**config.mk**
```make
export PLATFORM = sky130hd
export DESIGN_NAME = sliding_piece_attack_bitboard_flat
export DESIGN_NICKNAME = d
export VERILOG_FILES = /design/src/hw/rtl/spab_pkg.sv /design/src/hw/rtl/spab_if.sv /design/src/hw/rtl/spab_cell.sv /design/src/hw/rtl/sliding_piece_attack_bitboard.sv /design/src/flat_wrapper.sv
export SDC_FILE = /design/constraint.sdc
export NUM_CORES = 2
export LEC_CHECK = 0
export BUFFER_PORTS_ARGS = -buffer_cell sky130_fd_sc_hd__buf_4
export CORE_UTILIZATION = 32
export DETAILED_ROUTE_END_ITERATION = 12
export SKIP_CTS_REPAIR_TIMING = 1
export SLEW_MARGIN = 25
export SYNTH_ARGS = -nofsm -noshare
export SYNTH_HDL_FRONTEND = slang
export SYNTH_HIERARCHICAL = 1
export SYNTH_SLANG_ARGS = --single-unit
export TNS_END_PERCENT = 100
```
**constraint.sdc**
```tcl
create_clock -name clk -period 16.5 [get_ports clk]
set_clock_uncertainty 0.15 [all_clocks]
set_input_delay 2.475 -clock clk [delete_from_list [all_inputs] [get_ports clk]]
set_output_delay 2.475 -clock clk [all_outputs]
set_load 0.005 [all_outputs]
```
**src/hw/rtl/spab_pkg.sv**
```systemverilog
// Package of the sliding attack block: board constants, ray steps and
// the token type that travels down the chain of cells. No dependencies.
package spab_pkg;

  localparam int BB_W      = 64;
  localparam int SQ_W      = 6;
  localparam int COORD_W   = 3;
  localparam int RAY_CNT   = 4;
  localparam int CHAIN_LEN = 7;

  typedef logic [BB_W-1:0]    bb_t;
  typedef logic [COORD_W:0]   coord_ext_t;

  typedef enum logic {
    FUNC_ROOK   = 1'b0,
    FUNC_BISHOP = 1'b1
  } func_t;

  // Per-ray walk state: position of the last visited square, whether it
  // was on the board, and whether no blocker has been met yet.
  typedef struct packed {
    logic               on;
    logic               live;
    logic [COORD_W-1:0] rank;
    logic [COORD_W-1:0] file;
  } ray_t;

  typedef struct packed {
    func_t              func;
    bb_t                occupancy;
    bb_t                attacks;
    bb_t                relevant_mask;
    ray_t [RAY_CNT-1:0] rays;
  } token_t;

  typedef struct packed {
    coord_ext_t dr;
    coord_ext_t df;
  } step_t;

  // Rank and file step of each ray, as 4-bit two's complement values.
  function automatic step_t ray_step(input func_t func, input logic [1:0] idx);
    step_t s;
    s = '{dr: '0, df: '0};
    case ({func, idx})
      {FUNC_ROOK,   2'd0}: s = '{dr: 4'b0001, df: 4'b0000};
      {FUNC_ROOK,   2'd1}: s = '{dr: 4'b1111, df: 4'b0000};
      {FUNC_ROOK,   2'd2}: s = '{dr: 4'b0000, df: 4'b0001};
      {FUNC_ROOK,   2'd3}: s = '{dr: 4'b0000, df: 4'b1111};
      {FUNC_BISHOP, 2'd0}: s = '{dr: 4'b0001, df: 4'b0001};
      {FUNC_BISHOP, 2'd1}: s = '{dr: 4'b0001, df: 4'b1111};
      {FUNC_BISHOP, 2'd2}: s = '{dr: 4'b1111, df: 4'b0001};
      {FUNC_BISHOP, 2'd3}: s = '{dr: 4'b1111, df: 4'b1111};
      default:             s = '{dr: '0, df: '0};
    endcase
    return s;
  endfunction

endpackage

```
**src/hw/rtl/spab_if.sv**
```systemverilog
// Valid/ready channel interfaces for the sliding attack block.
// Depends on nothing.
interface spab_req_if;
  logic                  valid;
  logic                  ready;
  logic                  func;
  logic [5:0]            square;
  logic [63:0]           occupancy;

  modport source (output valid, func, square, occupancy, input ready);
  modport sink   (input valid, func, square, occupancy, output ready);
endinterface

interface spab_rsp_if;
  logic                  valid;
  logic                  ready;
  logic [63:0]           attacks;
  logic [63:0]           relevant_mask;

  modport source (output valid, attacks, relevant_mask, input ready);
  modport sink   (input valid, attacks, relevant_mask, output ready);
endinterface

```
**src/hw/rtl/spab_cell.sv**
```systemverilog
// One cell of the ray chain: advances all four rays by one square and
// registers the token for the next cell. Depends on spab_pkg.
module spab_cell
  import spab_pkg::*;
(
  input  logic   clk,
  input  logic   rst,
  input  logic   up_valid,
  output logic   up_ready,
  input  token_t up_tok,
  output logic   dn_valid,
  input  logic   dn_ready,
  output token_t dn_tok
);

  logic   vld;
  token_t tok;
  token_t tok_next;

  always_comb begin
    step_t      s;
    coord_ext_t nr;
    coord_ext_t nf;
    coord_ext_t nnr;
    coord_ext_t nnf;
    logic       nb;
    bb_t        sq_bit;
    tok_next = up_tok;
    for (int k = 0; k < RAY_CNT; k++) begin
      s   = ray_step(up_tok.func, 2'(k));
      nr  = {1'b0, up_tok.rays[k].rank} + s.dr;
      nf  = {1'b0, up_tok.rays[k].file} + s.df;
      nnr = nr + s.dr;
      nnf = nf + s.df;
      // The top bit flags a step off either side of the board.
      nb  = up_tok.rays[k].on && !nr[COORD_W] && !nf[COORD_W];
      sq_bit = bb_t'(1) << {nr[COORD_W-1:0], nf[COORD_W-1:0]};
      if (nb) begin
        if (!nnr[COORD_W] && !nnf[COORD_W]) begin
          tok_next.relevant_mask = tok_next.relevant_mask | sq_bit;
        end
        if (up_tok.rays[k].live) begin
          tok_next.attacks = tok_next.attacks | sq_bit;
        end
      end
      tok_next.rays[k].on   = nb;
      tok_next.rays[k].live = up_tok.rays[k].live && nb && ((up_tok.occupancy & sq_bit) == '0);
      tok_next.rays[k].rank = nr[COORD_W-1:0];
      tok_next.rays[k].file = nf[COORD_W-1:0];
    end
  end

  assign up_ready = !vld || dn_ready;

  always_ff @(posedge clk) begin
    if (rst) begin
      vld <= 1'b0;
    end else if (up_ready) begin
      vld <= up_valid;
    end
  end

  always_ff @(posedge clk) begin
    if (up_ready && up_valid) begin
      tok <= tok_next;
    end
  end

  assign dn_valid = vld;
  assign dn_tok   = tok;

endmodule

```
**src/hw/rtl/sliding_piece_attack_bitboard.sv**
```systemverilog
// Channel   Dir  Payload                           Handshake
// req       in   func, square, occupancy           valid/ready
// rsp       out  attacks, relevant_mask            valid/ready
//
// The request passes the chain of 7 cells, one cell per square of ray length.
// A new request is taken every cycle unless the full chain stalls on the response.
// Each cell takes a new transaction when it is empty or its successor takes its own,
// so empty cells fill up while the response stalls.
// Reset (synchronous, active high) empties all cells; the token registers are not reset.
// Depends on spab_pkg, spab_if and spab_cell.
module sliding_piece_attack_bitboard
  import spab_pkg::*;
(
  input  logic        clk,
  input  logic        rst,
  spab_req_if.sink    req,
  spab_rsp_if.source  rsp
);

  logic   [CHAIN_LEN:0] vld_chain;
  logic   [CHAIN_LEN:0] rdy_chain;
  token_t               tok_chain [CHAIN_LEN+1];
  token_t               head_tok;

  // The origin square seeds every ray; its occupancy bit is never looked at.
  always_comb begin
    head_tok.func          = func_t'(req.func);
    head_tok.occupancy     = req.occupancy;
    head_tok.attacks       = '0;
    head_tok.relevant_mask = '0;
    for (int k = 0; k < RAY_CNT; k++) begin
      head_tok.rays[k].on   = 1'b1;
      head_tok.rays[k].live = 1'b1;
      head_tok.rays[k].rank = req.square[SQ_W-1:COORD_W];
      head_tok.rays[k].file = req.square[COORD_W-1:0];
    end
  end

  assign tok_chain[0] = head_tok;
  assign vld_chain[0] = req.valid;
  assign req.ready    = rdy_chain[0];

  for (genvar i = 0; i < CHAIN_LEN; i++) begin : g_cell
    spab_cell u_cell (
      .clk      (clk),
      .rst      (rst),
      .up_valid (vld_chain[i]),
      .up_ready (rdy_chain[i]),
      .up_tok   (tok_chain[i]),
      .dn_valid (vld_chain[i+1]),
      .dn_ready (rdy_chain[i+1]),
      .dn_tok   (tok_chain[i+1])
    );
  end

  assign rdy_chain[CHAIN_LEN] = rsp.ready;
  assign rsp.valid            = vld_chain[CHAIN_LEN];
  assign rsp.attacks          = tok_chain[CHAIN_LEN].attacks;
  assign rsp.relevant_mask    = tok_chain[CHAIN_LEN].relevant_mask;

endmodule

```
**src/flat_wrapper.sv**
```systemverilog
// flat-port wrapper written by rule: the top's interface ports become plain ports
module sliding_piece_attack_bitboard_flat import spab_pkg::*;
  (clk, rst, req_valid, req_func, req_square, req_occupancy, req_ready, rsp_valid, rsp_attacks, rsp_relevant_mask, rsp_ready);
  spab_req_if req_i ();
  spab_rsp_if rsp_i ();
  input  logic clk;
  input  logic rst;
  input wire logic [$bits(req_i.valid)-1:0] req_valid;
  input wire logic [$bits(req_i.func)-1:0] req_func;
  input wire logic [$bits(req_i.square)-1:0] req_square;
  input wire logic [$bits(req_i.occupancy)-1:0] req_occupancy;
  output wire logic [$bits(req_i.ready)-1:0] req_ready;
  output wire logic [$bits(rsp_i.valid)-1:0] rsp_valid;
  output wire logic [$bits(rsp_i.attacks)-1:0] rsp_attacks;
  output wire logic [$bits(rsp_i.relevant_mask)-1:0] rsp_relevant_mask;
  input wire logic [$bits(rsp_i.ready)-1:0] rsp_ready;
  assign req_i.valid = req_valid;
  assign req_i.func = req_func;
  assign req_i.square = req_square;
  assign req_i.occupancy = req_occupancy;
  assign req_ready = req_i.ready;
  assign rsp_valid = rsp_i.valid;
  assign rsp_attacks = rsp_i.attacks;
  assign rsp_relevant_mask = rsp_i.relevant_mask;
  assign rsp_i.ready = rsp_ready;
  sliding_piece_attack_bitboard u_core (.clk(clk), .rst(rst), .req(req_i), .rsp(rsp_i));
endmodule
```
==> impl_metrics.toml <==
[clock_network]
cts_tree = "yes"
numCtsBuffers = 170
ctsRootBufferMaster = "clkbuf_16"
cts_buffer_depth = 4
cts.sinks = 1421
path_clk_slew_ns = 0.06
worstSkewPairLatency_ns = 0.88
htreeDepth = 4

[run_status]
status = "completed"

[synth]
syn-mean-instance-area_um2 = 10.5
syn_inst = 8731
synth_area_um2 = 91400
synth.yosys.warnings = 6

[finish]
layout_common_cells = "edfxtp_1 (1414), nand2_1 (896), a221oi_1 (806)"
final_area_um2 = 104000
nNetsFinal = 9193
stdcell_count = 12700
layout_commonest_cell = "edfxtp_1"
drive_gt1_share_pct = 13.2
synthToLayoutAreaGrowth_pct = 13.7

[worst_setup_path]
path_class = "in -> out"
r2r_slack_ns = 10.45
start_kind = "primary input"
cp_max_fo = 3
critPathRequiredTime_ns = 13.88
rr_startpoint = "u_core/g_cell[2].u_cell/dn_tok[224]"
ff2ff_path_depth = 11
endpoint_kind = "output port"
r2r_end = "u_core/g_cell[3].u_cell/dn_tok[43]"
cp.arrival_ns = 4.19

[detailed_routing]
drc = 0
viasPerCell = 7.42
routed_wl_um = 614000
avgRoutedWirePerCell_um = 48.2
ant_nets = 0
vias = 94500
drtIter0Drc = 16900
dr.pass1.iters = 13

[floorplan]
die-area_um2 = 288000
ios = 205
die_h_um = 536
die_x_um = 536
rows = 195
core_area_um2 = 283000
start_util_pct = 32.3

[power_and_ir_drop]
p_int_mw = 6.67
pwr-share-clk_pct = 39.6
leakagePower_nw = 33.5
switching_power_mw = 2.99
ir_drop_mv = 0.0816
seqPwrFrac_pct = 44.2
switching_share_pct = 30.9
combPwrFrac_pct = 16.2
power.density_nw_per_um2 = 92.9

[global_route]
grt_max_degree = 173
grt_pass1_wl_um = 808000
grt_usage_pct = 41.3
grt-ovfl-total = 0
first_global_vias = 87500
antenna_found_initial = 49

[timing]
slew_headroom_pct = 17.0
period_share_pct = 41.3
finalSetupViolCount = 0
rsz0062_at_grt = "no"
drv_slew = 0
setup-tns-final_ns = 0
fmax_mhz = 147
finalHoldViolCount = 0
worst_pin_slew_ns = 1.24
min_period_ns = 6.82

[placed_design]
port_buffers = 204
place_hpwl_um = 473000
place_congestion = 1.08
dpl-instance-area_um2 = 98200
dp_cells = 12400

[worst_hold_path]
hold_class = "reg -> reg"
hold_start = "u_core/g_cell[1].u_cell/dn_valid"
whs_endpoint = "u_core/g_cell[2].u_cell/dn_valid"
worstHoldPathCells = 2

[job]
maxCapViolCount = 0
registers in the layout, summed over array words and instances (netlist names):
name and cells:
u_core/g_cell.u_cell/dn_valid 7, u_core/g_cell.u_cell/dn_tok 1414
metrics by stage:
step	utilization, %	setup slack [ns]	total power, mW	hold WS (ns)
2_1_floorplan	-	7.25	5.03	0.278
4_1_cts	36.6	9.61	9.59	0.323
3_3_place_gp	34.6	9.19	5.80	0.300
3_5_place_dp	34.7	9.23	5.80	0.308
5_1_grt	36.7	9.53	9.82	0.335
6_report	36.7	9.68	9.66	0.318
final cells by class:
| type | count | area, µm² |
|---|---|---|
| Fill cell | 27900 | 179000 |
| Inverter | 268 | 1010 |
| Tap cell | 3743 | 4680 |
| Clock buffer | 196 | 4370 |
| Clock inverter | 106 | 1140 |
| Multi-Input combinational cell | 6455 | 46100 |
| Timing Repair Buffer | 522 | 3940 |
| Sequential cell | 1421 | 42600 |
| Antenna cell | 25 | 62.6 |
worst max-delay path by stage:
stage,startpoint,to,slack (ns),cells past startpoint
2_1_floorplan,rsp_ready,u_core/g_cell[0].u_cell/dn_tok[0],7.25,8
3_3_place_gp,req_func,u_core/g_cell[0].u_cell/dn_tok[44],9.19,12
3_5_place_dp,req_func,u_core/g_cell[0].u_cell/dn_tok[44],9.23,12
4_1_cts,rsp_ready,req_ready,9.61,9
5_1_grt,rsp_ready,req_ready,9.53,9
6_report,rsp_ready,req_ready,9.68,9
power groups by stage:
stage               Sequential, mW  Combinational, mW  Clock, mW
floorplan                     4.21              0.823          0
global placement              4.32               1.48          0
detailed placement            4.32               1.48          0
CTS                           4.24               1.48       3.86
global route                  4.25               1.59       3.99
finish                        4.27               1.57       3.82
worst max-delay path, stage by stage:
cell and delay (ns):
buf_4 0.11, nand2b_1 0.24, nand2b_1 0.23, nand2b_1 0.19, nand2b_1 0.18, nand2b_1 0.18
nand2b_1 0.19, nand2b_1 0.21, buf_4 0.18
metal layers:
layer	routed length [µm]	up-vias	track usage, %	share of wire (%)
met4	69800	44	37.5	11
met5	363	-	0	0.059
met3	69700	2755	11.6	11
met2	264000	8633	62.8	43
met1	210000	46900	47.2	34
li1	-	36100	-	-
Note: power is estimated with default switching activity, not from simulation.
